===== src/rtl/core/sempool_pkg.sv =====
// Package with the request and status codes of the semaphore pool.
`timescale 1ns / 1ps

package sempool_pkg;

	typedef logic [1:0] opcode_t;
	typedef logic [1:0] status_t;
	typedef logic signed [15:0] count_t;

	localparam opcode_t OP_NEW    = 2'd0;
	localparam opcode_t OP_WAIT   = 2'd1;
	localparam opcode_t OP_SIGNAL = 2'd2;
	localparam opcode_t OP_FREE   = 2'd3;

	localparam status_t ST_OK      = 2'd0;
	localparam status_t ST_BAD_ID  = 2'd1;
	localparam status_t ST_FULL    = 2'd2;
	localparam status_t ST_WAITERS = 2'd3;

	localparam count_t CNT_MIN = 16'sh8000;
	localparam count_t CNT_MAX = 16'sh7FFF;
	localparam count_t CNT_ONE = 16'sd1;

	localparam int SEM_ID_W = 4;
	localparam int REQ_ID_W = 5;

endpackage


===== src/rtl/core/sempool_alloc.sv =====
// Priority encoder that finds the lowest unused semaphore slot.
`timescale 1ns / 1ps

module sempool_alloc #(
	parameter int NUM_SEMAPHORES = 16,
	localparam int IDX_W = (NUM_SEMAPHORES > 1) ? $clog2(NUM_SEMAPHORES) : 1
) (
	input  logic [NUM_SEMAPHORES-1:0] used,
	output sempool_pkg::status_t      status,
	output logic [IDX_W-1:0]          idx
);
	import sempool_pkg::*;

	always_comb begin
		status = ST_FULL;
		idx = '0;
		// Scan from the top so the lowest free slot wins.
		for (int i = NUM_SEMAPHORES - 1; i >= 0; i--) begin
			if (!used[i]) begin
				status = ST_OK;
				idx = IDX_W'(i);
			end
		end
	end

endmodule


===== src/rtl/core/semaphore_pool_with_wait_queues.sv =====
// Top level of the counting semaphore pool with per-slot FIFO wait queues.
//
//   channel  direction  handshake             payload
//   in       to block   in_valid / in_ready   opcode, sem_id, init_value, requester_id
//   out      from block out_valid / out_ready status, new_sem_id, block_requester,
//                                             wake_valid, wake_id
//
// One request per cycle is sustained while out_ready is high; each request waits in the
// input register until the result register can take it, and its result appears from there.
// All slot state is read and written in the single pass between the two registers.
// Reset clears every used bit, queue flag and count at once; no clearing pass.
// A stalled result holds the input register, so in_ready drops only while both
// registers are full and out_ready is low.
`timescale 1ns / 1ps

module semaphore_pool_with_wait_queues #(
	parameter int NUM_SEMAPHORES = 16,
	parameter int NUM_REQUESTERS = 32
) (
	input  logic                   clk,
	input  logic                   arst_n,
	input  logic                   in_valid,
	output logic                   in_ready,
	input  sempool_pkg::opcode_t   opcode,
	input  logic [3:0]             sem_id,
	input  logic signed [15:0]     init_value,
	input  logic [4:0]             requester_id,
	output logic                   out_valid,
	input  logic                   out_ready,
	output sempool_pkg::status_t   status,
	output logic [3:0]             new_sem_id,
	output logic                   block_requester,
	output logic                   wake_valid,
	output logic [4:0]             wake_id
);
	import sempool_pkg::*;

	localparam int SIDX_W = (NUM_SEMAPHORES > 1) ? $clog2(NUM_SEMAPHORES) : 1;
	localparam int CMP_W  = ((SIDX_W > SEM_ID_W) ? SIDX_W : SEM_ID_W) + 1;
	localparam int REQ_W  = $clog2(NUM_REQUESTERS);
	localparam int WID_W  = (REQ_W > REQ_ID_W) ? REQ_W : REQ_ID_W;
	localparam int NID_W  = (SIDX_W > SEM_ID_W) ? SIDX_W : SEM_ID_W;
	localparam int REQ_IDS = 1 << REQ_ID_W;

	// Input register.
	logic              valid_s1;
	opcode_t           opcode_s1;
	logic [3:0]        sem_id_s1;
	count_t            init_value_s1;
	logic [4:0]        requester_id_s1;

	// Result register.
	logic              out_valid_q;
	status_t           status_q;
	logic [3:0]        new_sem_id_q;
	logic              block_q;
	logic              wake_valid_q;
	logic [4:0]        wake_id_q;

	// Slot state.
	logic [NUM_SEMAPHORES-1:0] used_q;
	logic [NUM_SEMAPHORES-1:0] nonempty_q;
	count_t                    count_q [NUM_SEMAPHORES];
	logic [REQ_W-1:0]          head_q [NUM_SEMAPHORES];
	logic [REQ_W-1:0]          tail_q [NUM_SEMAPHORES];
	logic [REQ_W-1:0]          next_q [NUM_REQUESTERS];

	logic              advance;
	status_t           alloc_status;
	logic [SIDX_W-1:0] alloc_idx;
	logic [CMP_W-1:0]  sid_wide;
	logic [SIDX_W-1:0] sid;
	logic              sid_ok;
	logic              ne_cur;
	count_t            cnt_cur;
	count_t            cnt_d;
	logic [REQ_W-1:0]  head_cur;
	logic [REQ_W-1:0]  tail_cur;
	logic [REQ_W-1:0]  req_map [REQ_IDS];
	logic [REQ_W-1:0]  req;
	logic [WID_W-1:0]  head_wide;
	logic [NID_W-1:0]  alloc_wide;

	status_t           st_d;
	logic [3:0]        new_id_d;
	logic              blk_d;
	logic              wake_d;
	logic [4:0]        wake_id_d;
	logic              do_new;
	logic              do_free;
	logic              do_enq;
	logic              do_deq;
	logic              cnt_we;

	assign advance  = valid_s1 && (!out_valid_q || out_ready);
	assign in_ready = !valid_s1 || advance;

	always_ff @(posedge clk or negedge arst_n) begin
		if (!arst_n) begin
			valid_s1 <= 1'b0;
		end else if (in_ready) begin
			valid_s1 <= in_valid;
		end
	end

	always_ff @(posedge clk) begin
		if (in_ready && in_valid) begin
			opcode_s1       <= opcode;
			sem_id_s1       <= sem_id;
			init_value_s1   <= init_value;
			requester_id_s1 <= requester_id;
		end
	end

	// Requester ids reduced modulo the number of queue links.
	for (genvar g = 0; g < REQ_IDS; g++) begin : g_req_map
		localparam int RM = g % NUM_REQUESTERS;
		assign req_map[g] = REQ_W'(RM);
	end

	assign req = req_map[requester_id_s1];

	sempool_alloc #(
		.NUM_SEMAPHORES(NUM_SEMAPHORES)
	) u_alloc (
		.used   (used_q),
		.status (alloc_status),
		.idx    (alloc_idx)
	);

	assign sid_wide = CMP_W'(sem_id_s1);
	assign sid      = sid_wide[SIDX_W-1:0];
	assign sid_ok   = (sid_wide < CMP_W'(NUM_SEMAPHORES)) && used_q[sid];
	assign ne_cur   = nonempty_q[sid];
	assign cnt_cur  = count_q[sid];
	assign head_cur = head_q[sid];
	assign tail_cur = tail_q[sid];
	assign head_wide  = WID_W'(head_cur);
	assign alloc_wide = NID_W'(alloc_idx);

	always_comb begin
		st_d      = ST_OK;
		new_id_d  = '0;
		blk_d     = 1'b0;
		wake_d    = 1'b0;
		wake_id_d = '0;
		do_new    = 1'b0;
		do_free   = 1'b0;
		do_enq    = 1'b0;
		do_deq    = 1'b0;
		cnt_we    = 1'b0;
		cnt_d     = cnt_cur;
		case (opcode_s1)
			OP_NEW: begin
				st_d = alloc_status;
				if (alloc_status == ST_OK) begin
					do_new   = 1'b1;
					new_id_d = alloc_wide[3:0];
				end
			end
			OP_WAIT: begin
				if (!sid_ok) begin
					st_d = ST_BAD_ID;
				end else begin
					cnt_we = 1'b1;
					if (cnt_cur != CNT_MIN) begin
						cnt_d = cnt_cur - CNT_ONE;
					end
					if (cnt_d < 0) begin
						blk_d  = 1'b1;
						do_enq = 1'b1;
					end
				end
			end
			OP_SIGNAL: begin
				if (!sid_ok) begin
					st_d = ST_BAD_ID;
				end else begin
					cnt_we = 1'b1;
					if (cnt_cur != CNT_MAX) begin
						cnt_d = cnt_cur + CNT_ONE;
					end
					if (cnt_d <= 0 && ne_cur) begin
						wake_d    = 1'b1;
						wake_id_d = head_wide[4:0];
						do_deq    = 1'b1;
					end
				end
			end
			OP_FREE: begin
				if (!sid_ok) begin
					st_d = ST_BAD_ID;
				end else if (ne_cur) begin
					st_d = ST_WAITERS;
				end else begin
					do_free = 1'b1;
				end
			end
			default: begin
				st_d = ST_BAD_ID;
			end
		endcase
	end

	always_ff @(posedge clk or negedge arst_n) begin
		if (!arst_n) begin
			used_q     <= '0;
			nonempty_q <= '0;
			for (int i = 0; i < NUM_SEMAPHORES; i++) begin
				count_q[i] <= '0;
			end
		end else if (advance) begin
			if (do_new) begin
				used_q[alloc_idx]     <= 1'b1;
				nonempty_q[alloc_idx] <= 1'b0;
				count_q[alloc_idx]    <= init_value_s1;
			end
			if (cnt_we) begin
				count_q[sid] <= cnt_d;
			end
			if (do_free) begin
				used_q[sid]  <= 1'b0;
				count_q[sid] <= '0;
			end
			if (do_enq && !ne_cur) begin
				nonempty_q[sid] <= 1'b1;
			end
			// The queue empties when the head being removed is also the tail.
			if (do_deq && head_cur == tail_cur) begin
				nonempty_q[sid] <= 1'b0;
			end
		end
	end

	always_ff @(posedge clk) begin
		if (advance && do_enq) begin
			tail_q[sid] <= req;
			if (ne_cur) begin
				next_q[tail_cur] <= req;
			end else begin
				head_q[sid] <= req;
			end
		end
		if (advance && do_deq && head_cur != tail_cur) begin
			head_q[sid] <= next_q[head_cur];
		end
	end

	always_ff @(posedge clk or negedge arst_n) begin
		if (!arst_n) begin
			out_valid_q <= 1'b0;
		end else if (advance) begin
			out_valid_q <= 1'b1;
		end else if (out_ready) begin
			out_valid_q <= 1'b0;
		end
	end

	always_ff @(posedge clk) begin
		if (advance) begin
			status_q     <= st_d;
			new_sem_id_q <= new_id_d;
			block_q      <= blk_d;
			wake_valid_q <= wake_d;
			wake_id_q    <= wake_id_d;
		end
	end

	assign out_valid       = out_valid_q;
	assign status          = status_q;
	assign new_sem_id      = new_sem_id_q;
	assign block_requester = block_q;
	assign wake_valid      = wake_valid_q;
	assign wake_id         = wake_id_q;

`ifndef SYNTHESIS
	// A queue can only hold waiters on a slot that is allocated.
	a_queue_on_used: assert property (@(posedge clk) disable iff (!arst_n)
		$countones(nonempty_q & ~used_q) == 0)
		else $error("wait queue marked nonempty on an unused slot");

	// A request never both blocks and wakes.
	a_block_xor_wake: assert property (@(posedge clk) disable iff (!arst_n)
		out_valid_q |-> !(block_q && wake_valid_q))
		else $error("result both blocks and wakes");

	// Error results carry no side effects.
	a_err_quiet: assert property (@(posedge clk) disable iff (!arst_n)
		out_valid_q && status_q != ST_OK |-> !block_q && !wake_valid_q)
		else $error("failed request reports block or wake");

	// The input side stalls only behind a stalled result.
	a_stall_cause: assert property (@(posedge clk) disable iff (!arst_n)
		!in_ready |-> valid_s1 && out_valid_q && !out_ready)
		else $error("input stalled without a stalled result");

	// A processed request shows up as a result on the next cycle.
	a_advance_out: assert property (@(posedge clk) disable iff (!arst_n)
		advance |=> out_valid_q)
		else $error("processed request produced no result");
`endif

endmodule

===== config.mk =====
export PLATFORM = sky130hd
export DESIGN_NAME = semaphore_pool_with_wait_queues
export DESIGN_NICKNAME = d
export VERILOG_FILES = /design/src/rtl/core/sempool_pkg.sv /design/src/rtl/core/sempool_alloc.sv /design/src/rtl/core/semaphore_pool_with_wait_queues.sv
export SDC_FILE = /design/constraint.sdc
export NUM_CORES = 1
export LEC_CHECK = 0
export ABC_AREA = 1
export BUFFER_PORTS_ARGS = -buffer_cell sky130_fd_sc_hd__buf_2
export CAP_MARGIN = 0
export CORE_MARGIN = 5
export CORE_UTILIZATION = 40
export CTS_CLUSTER_SIZE = 16
export DETAILED_ROUTE_END_ITERATION = 16
export GPL_TIMING_DRIVEN = 1
export PLACE_DENSITY = 0.58
export SYNTH_ARGS = -nofsm -noshare
export SYNTH_HDL_FRONTEND = slang
export SYNTH_SLANG_ARGS = --single-unit

===== constraint.sdc =====
create_clock -name clk -period 4.9 [get_ports clk]
set_input_delay 0 -clock clk [delete_from_list [all_inputs] [get_ports clk]]
set_output_delay 0 -clock clk [all_outputs]
set_load 0.01 [all_outputs]

== Word-level counts from Yosys, hierarchy flattened ==
Memories as Yosys holds them, arrays and structs flattened. A register that Yosys moved wholly into a read port is not among the register bits.
Index checks and enable logic that the tools add are counted.

* Flip-flop bits (word level): 330
* RAM bits: 320
* ROM bits: 160
* Input bits: 31
* Output and inout port bits: 15
* Word-level logic and storage cells: 195
* Memories kept: 4

{| class="wikitable"
|+ Memory list
! memory !! depth !! bits a word !! read ports !! clocked after memory_dff !! wr ports !! RTL line !! RTL
|-
| (no name shown) || 32 || 5 || 1 || 0 || 0 || semaphore_pool_with_wait_queues.sv:121 || <nowiki>assign req = req_map[requester_id_s1];</nowiki>
|-
| next_q || 32 || 5 || 1 || 0 || 1 || semaphore_pool_with_wait_queues.sv:66 || <nowiki>logic [REQ_W-1:0] next_q [NUM_REQUESTERS];</nowiki>
|-
| head_q || 16 || 5 || 1 || 1 || 1 || semaphore_pool_with_wait_queues.sv:64 || <nowiki>logic [REQ_W-1:0] head_q [NUM_SEMAPHORES];</nowiki>
|-
| tail_q || 16 || 5 || 1 || 1 || 1 || semaphore_pool_with_wait_queues.sv:65 || <nowiki>logic [REQ_W-1:0] tail_q [NUM_SEMAPHORES];</nowiki>
|}

* Add/subtract/negate cells: 2
* Magnitude comparators: 12
* Equality and inequality tests: 7
* Muxes and demuxes: 104
* Bitwise gates (word level): 13
* Reductions and logical operators: 24

{| class="wikitable"
|+ Operator list
! operator !! number
|-
| $mux W256 || 5
|-
| $bwmux W256 || 2
|-
| $mux W16 || 20
|-
| $and A256 B256 Y256 || 1
|-
| $not A256 Y256 || 1
|-
| $demux W16 S4 || 2
|-
| $mux W4 || 18
|-
| $bmux W16 S4 || 1
|-
| $and A16 B16 Y16 || 3
|-
| $mux W2 || 18
|-
| $ne A16 B16 Y1 const B || 2
|-
| $not A16 Y16 || 2
|-
| $or A16 B16 Y16 || 2
|-
| $pmux W16 S2 || 1
|-
| $mux W1 || 29
|-
| $add A16 B2 Y16 const B || 1
|-
| $le A16 B1 Y1 const B || 1
|-
| $lt A16 B1 Y1 const B || 1
|-
| $sub A16 B2 Y16 const B || 1
|-
| $lt A4 B5 Y1 const B || 3
|-
| $mux W5 || 3
|-
| $logic_and A1 B1 Y1 || 13
|-
| $ge A5 B5 Y1 const B || 2
|-
| $lt A5 B1 Y1 const B || 2
|-
| 19 further kinds || 28
|}

== Depth between registers and ports, before layout ==
* Depth after elaboration: 29
* Depth in mapped cells: 27

== Cells and area by module ==
Synthesis repeated with hierarchy kept, for this count alone.

* Cells, all modules: 4748
* Area total of the unflattened synthesis: 36333.6 um2

{| class="wikitable"
|+ By module, submodules not included
! module !! instances !! cells an instance !! area an instance (um2)
|-
| semaphore_pool_with_wait_queues || 1 || 4708 || 36158.4
|-
| sempool_alloc || 1 || 40 || 175.2
|}

== Least setup slack after synthesis ==
Ideal clock, no wire load.

* Kind: register to register
* Start: register sem_id_s1[1]
* End: memory head_q[0][4] in the netlist's numbering, data pin
* Arrival: 3.426 ns
* Required time: 4.570 ns
* Slack: 1.143 ns
* Stages on the path, launching flop included: 24
* Path buffers: 3
* Period minus slack after synthesis: 3.757 ns
* Cells stage by stage: edfxtp_1 -> inv_2 -> buf_2 -> buf_2 -> buf_2 -> nand2_1 -> nand2_1 -> nand2_1 -> nand2_1 -> inv_1 -> nand2_2 -> ha_1 -> nand2_1 -> nor2_1 -> nand2_1 -> nor2_1 -> nand3_1 -> nand2_1 -> nand2_1 -> nor2_1 -> nand3_1 -> nand2_2 -> nand3_4 -> o21ai_0

* Longest elaborated chain between the ends: 18

{| class="wikitable"
|+ Ends and longest elaborated chain
! what !! RTL line !! RTL
|-
| start: declaration || semaphore_pool_with_wait_queues.sv:48 || <nowiki>logic [3:0] sem_id_s1;</nowiki>
|-
| start signal: assignment || semaphore_pool_with_wait_queues.sv:109 || <nowiki>sem_id_s1 <= sem_id;</nowiki>
|-
| $not A4 Y5 (not written as such) || semaphore_pool_with_wait_queues.sv:135 || <nowiki>assign cnt_cur = count_q[sid];</nowiki>
|-
| $bmux W16 S4 || semaphore_pool_with_wait_queues.sv:135 ||
|-
| $mux W16 (not written as such) (2 in series) || semaphore_pool_with_wait_queues.sv:135 ||
|-
| $add A16 B2 Y16 or $ne A16 B16 Y1 (tied branches) || semaphore_pool_with_wait_queues.sv:181, semaphore_pool_with_wait_queues.sv:180 ||
|-
| $mux W16 || semaphore_pool_with_wait_queues.sv:180 || <nowiki>if (cnt_cur != CNT_MAX) begin</nowiki>
|-
| $mux W16 || semaphore_pool_with_wait_queues.sv:176 || <nowiki>if (!sid_ok) begin</nowiki>
|-
| $mux W16 || semaphore_pool_with_wait_queues.sv:153 || <nowiki>case (opcode_s1)</nowiki>
|-
| $le A16 B1 Y1 || semaphore_pool_with_wait_queues.sv:183 || <nowiki>if (cnt_d <= 0 && ne_cur) begin</nowiki>
|-
| $logic_and A1 B1 Y1 || semaphore_pool_with_wait_queues.sv:183 ||
|-
| $mux W1 || semaphore_pool_with_wait_queues.sv:183 ||
|-
| $mux W1 (*) || semaphore_pool_with_wait_queues.sv:176 ||
|-
| $mux W1 (*) || semaphore_pool_with_wait_queues.sv:153 ||
|-
| $logic_and A1 B1 Y1 (*) (2 in series) || semaphore_pool_with_wait_queues.sv:244 || <nowiki>if (advance && do_deq && head_cur != tail_cur) begin</nowiki>
|-
| $mux W1 (*) || semaphore_pool_with_wait_queues.sv:244 ||
|-
| $mux W1 (not written as such) (*) || semaphore_pool_with_wait_queues.sv:245 || <nowiki>head_q[sid] <= next_q[head_cur];</nowiki>
|-
| $mux W5 (no source line) (*) || - ||
|-
| end: declaration || semaphore_pool_with_wait_queues.sv:64 ||
|}

Every way passes the cells marked *; elsewhere a longest branch is shown, timed or not. The select of a mux whose other input is x is not followed.

== Worst setup path in the final report ==
* Start: register sem_id_s1[0]
* End: memory head_q[12][2] in the netlist's numbering (enable)

* Longest elaborated chain between the ends: 18

{| class="wikitable"
|+ Ends and longest elaborated chain
! what !! RTL line
|-
| $not A4 Y5 (not written as such) || semaphore_pool_with_wait_queues.sv:135
|-
| $bmux W16 S4 || semaphore_pool_with_wait_queues.sv:135
|-
| $mux W16 (not written as such) (2 in series) || semaphore_pool_with_wait_queues.sv:135
|-
| $add A16 B2 Y16 or $ne A16 B16 Y1 (tied branches) || semaphore_pool_with_wait_queues.sv:181, semaphore_pool_with_wait_queues.sv:180
|-
| $mux W16 || semaphore_pool_with_wait_queues.sv:180
|-
| $mux W16 || semaphore_pool_with_wait_queues.sv:176
|-
| $mux W16 || semaphore_pool_with_wait_queues.sv:153
|-
| $le A16 B1 Y1 || semaphore_pool_with_wait_queues.sv:183
|-
| $logic_and A1 B1 Y1 || semaphore_pool_with_wait_queues.sv:183
|-
| $mux W1 || semaphore_pool_with_wait_queues.sv:183
|-
| $mux W1 || semaphore_pool_with_wait_queues.sv:176
|-
| $mux W1 || semaphore_pool_with_wait_queues.sv:153
|-
| $logic_and A1 B1 Y1 (2 in series) || semaphore_pool_with_wait_queues.sv:244
|-
| $mux W1 || semaphore_pool_with_wait_queues.sv:244
|-
| $mux W1 (not written as such) || semaphore_pool_with_wait_queues.sv:245
|-
| $or A1 B1 Y1 (no source line) || -
|}

Parallel ways exist; a longest one is shown, timed or not. The select of a mux whose other input is x is not followed.

==> results.md <==
| Metric | Reported |
| --- | --- |
| Kind of start point of the critical path | flop |
| CTS tree | done |
| Layout Utilization | 45.5% |
| Remaining design rule violation count | 0 |
| Final-stage net count | 4781 |
| Max-Slew Margin vs Limit | 10.6% |
| Overall die area | 0.0967 mm^2 |
| Total overflow reported by the global router | 0 |
| Overall die height | 311 um |
| Synth Net Count | 4763 |
| Setup Slack @ Placement | 0.135 ns |
| Setup Crit Path Kind | reg2reg |
| Via count normalized by instance count | 5.65 |
| Final hold viol count | 0 |
| Chip Width | 311 um |
| Fraction of layout cells with a size suffix above 1 | 9.16% |
| I/O pins | 46 |
| Setup repair after global routing missed its margin | false |
| Number of library cell types mapped by synthesis | 47 |
| Effective utilization at floorplan | 40.2% |
| Sequential element share of the synthesized area | 50.1% |
| Post-Layout Inst Area | 0.0409 mm^2 |
| Min Hold Slack | 0.0316 ns |
| Count of TritonRoute iterations in the first routing pass | 6 |
| Tightest Pin Transition | 1.34 ns |
| Mean post-synth cell area | 7.67 um^2 |
| Area of all sequential standard cells | 0.0181 mm^2 |
| Clock Tree Root | sky130_fd_sc_hd__clkbuf_16 |
| Weighted congestion reported at the end of routability-driven placement | 0.963 |
| Antenna violations before repair | 2 |
| N_diodes | 0 |
| WL final | 137000 um |
| First DRT Iteration DRCs | 4042 |
| DP Cell Count | 5802 |
| Clk buf depth | 3 |
| Number of synthesized flops with an enable pin | 360 |
| Antenna-violating nets left | 0 |
| Max rail drop VDD | 0.268 mV |
| Clock network latency to the later pin of the worst-skew pair | 0.68 ns |
| Synth top cells by count | sky130_fd_sc_hd__nand2_1 (2039), sky130_fd_sc_hd__nand3_1 (414), sky130_fd_sc_hd__edfxtp_1 (360), sky130_fd_sc_hd__nor2_1 (293), sky130_fd_sc_hd__dfrtp_1 (290) |
| Leading cell types by total area after synthesis | sky130_fd_sc_hd__edfxtp_1 (30%), sky130_fd_sc_hd__nand2_1 (21%), sky130_fd_sc_hd__dfrtp_1 (20%), sky130_fd_sc_hd__nand3_1 (5.7%), sky130_fd_sc_hd__o21ai_0 (3.6%) |
| Cell Area, Placed | 0.0379 mm^2 |
| Clock-pin slew on the worst setup and hold paths | 0.06 ns |
| HPWL after detailed placement | 88200 um |
| Number of cells in the finished layout apart from fillers | 5979 |
| TritonCTS buffer count | 78 |
| Cell area after synthesis | 0.0362 mm^2 |
| Core region area | 0.0900 mm^2 |
| Overall routing resource usage | 27.3% |
| P&R area growth vs syn | 12.9% |
| Setup ws final | 0.272 ns |
| First-pass GRT wire length | 204000 um |
| WL per Instance | 22.9 um |
| Worst Path Arrival | 4.94 ns |
| Most common flop cell mapped by yosys | sky130_fd_sc_hd__edfxtp_1 |
| Worst-path fanout max | 55 |
| Final clock period utilization by the worst path | 94.5% |
| Areal power density over the cells | 454 mW/mm^2 |
| Final-report max-slew violation count | 0 |
| Largest net degree at the start of global routing | 147 |
| Reported max-cap violation count | 0 |
| Site Rows | 110 |
| Post-synthesis instance total | 4724 |
| Number of sinks on the clock net | 654 |
| Time the worst path needs with I/O delays and setup | 4.63 ns |
| Number of fillers in the final layout | 8970 |
| Kind of end point of the critical path | flop |
| Vias in the first global route | 31303 |
| Top achievable clock speed | 216 MHz |
| Number of warnings printed during yosys synthesis | 0 |
| Overall power | 18.6 mW |
| Required time of the critical path | 5.21 ns |
| Final clock skew | 0.0703 ns |
| Final setup violation count | 0 |
| Worst hold path type | in2reg |
| Via total after detailed routing | 33758 |
| Share of the synthesized area in the top cell type | 29.8% |
| Total negative slack | 0 ns |
| Total of flip-flops plus latches after synthesis | 654 |
| Lkg Pwr | 18.0 nW |
| Leading cell type by number of instances after synthesis | sky130_fd_sc_hd__nand2_1 |
| Count of port buffers added during placement | 45 |
| Ys async rst share | 44.3% |
| CTS H-tree depth | 3 |
| Result of the run | finished, final reports clean |
| Library cell occupying the most area in the post-synthesis netlist | sky130_fd_sc_hd__edfxtp_1 |
| Footprint of the multi-input gates | 0.0161 mm^2 |
## cell usage in the layout, fill, tap and decap left out, types with 21 or more instances in the layout
cell type / synthesis / layout
sky130_fd_sc_hd__buf_4: 9 / 139
sky130_fd_sc_hd__or2_2: 25 / 25
sky130_fd_sc_hd__nor2_2: 26 / 33
sky130_fd_sc_hd__mux2i_1: 25 / 25
sky130_fd_sc_hd__buf_2: 97 / 44
sky130_fd_sc_hd__clkbuf_16: 0 / 78
sky130_fd_sc_hd__a21oi_1: 170 / 164
sky130_fd_sc_hd__o21ai_0: 257 / 256
sky130_fd_sc_hd__o211ai_1: 111 / 111
sky130_fd_sc_hd__nand4_1: 32 / 32
sky130_fd_sc_hd__dlygate4sd3_1: 0 / 32
sky130_fd_sc_hd__nor2_1: 293 / 286
sky130_fd_sc_hd__edfxtp_1: 360 / 360
sky130_fd_sc_hd__nand3_1: 414 / 414
sky130_fd_sc_hd__dfrtp_1: 290 / 290
sky130_fd_sc_hd__nand2_1: 2039 / 2037
sky130_fd_sc_hd__a21oi_2: 15 / 21
sky130_fd_sc_hd__o221ai_1: 25 / 25
sky130_fd_sc_hd__inv_1: 188 / 187
## power by group
part	total [mW]	switching (mW)	leakage [nW]	internal [mW]
logic	5.41	3.73	9.56	1.69
registers	7.24	0.683	7.19	6.56
clock network	5.93	2.53	1.27	3.40
total	18.6	6.94	18.0	11.6
## kinds of logic after synthesis
group                    count (synthesis)  share of synthesized area [%]
adder cells (fa/ha/maj)                  8                          0.276
XOR/XNOR                                17                          0.411
AO/OA/AOI/OAI                          664                           10.8
buffers and inverters                  499                           5.77
AND/OR/NAND/NOR                       2857                           32.0
multiplexers                            25                          0.691
flip-flops                             654                           50.1
## routing by layer
metal | part of all wire (%) | up-vias | GRT usage, %
li1 | - | 15650 | -
met1 | 41 | 16033 | 37.2
met2 | 45 | 1707 | 42.5
met3 | 8.5 | 368 | 4.46
met4 | 5.9 | 0 | 13.6
met5 | 0 | - | 0
## worst max-delay path, stage by stage (launching register included)
cell	delay [ns]
sky130_fd_sc_hd__edfxtp_1	0.36
sky130_fd_sc_hd__buf_4	0.15
sky130_fd_sc_hd__buf_12	0.29
sky130_fd_sc_hd__nand2_1	0.19
sky130_fd_sc_hd__nand2_1	0.11
sky130_fd_sc_hd__nand2_1	0.06
sky130_fd_sc_hd__nand2_1	0.07
sky130_fd_sc_hd__nand2_1	0.05
sky130_fd_sc_hd__nand2_1	0.14
sky130_fd_sc_hd__inv_1	0.06
sky130_fd_sc_hd__nand2_2	0.14
sky130_fd_sc_hd__ha_1	0.29
sky130_fd_sc_hd__nand2_1	0.12
sky130_fd_sc_hd__nor2_1	0.33
sky130_fd_sc_hd__nand2_2	0.20
sky130_fd_sc_hd__o21ai_1	0.26
sky130_fd_sc_hd__nand2_1	0.10
sky130_fd_sc_hd__nor2_1	0.09
sky130_fd_sc_hd__nand3_1	0.11
sky130_fd_sc_hd__nand2_2	0.23
sky130_fd_sc_hd__nand3_2	0.43
sky130_fd_sc_hd__a21oi_2	0.46
## layout make-up
type,count,area share (%)
sequential,654,44.4
multi-input combinational,3572,39.3
clock buffer,106,5.27
timing repair buffer,226,4.42
tap,1176,3.60
inverter,210,1.95
clock inverter,35,1.13
## final timing paths
kind	start	endpoint	slack, ns	cells after the start
setup reg to reg	sem_id_s1[0]	head_q[12][2]	0.27	21
hold / removal	requester_id[4]	requester_id_s1[4]	0.03	2
hold reg to reg	count_q[254]	count_q[254]	0.50	2
max in group asynchronous	arst_n	count_q[193]	3.66	4
min in group asynchronous	arst_n	count_q[46]	0.47	4
setup / recovery	sem_id_s1[0]	head_q[12][2]	0.27	21
## sequential cells by signal, summed over array words and instances (netlist names), 5 cells and up, named ones only
name / cells
count_q: 256
next_q: 160
head_q: 80
tail_q: 80
init_value_s1: 16
nonempty_q: 16
used_q: 16
requester_id_s1: 5
wake_id: 5
## repair_timing
action	CTS	global route
endpoints found under the hold margin	330	0
resized for setup	0	10
hold buffers	33	0
endpoints found under the setup margin	0	220
setup buffers	0	2
(Power assumes the default switching activity.)
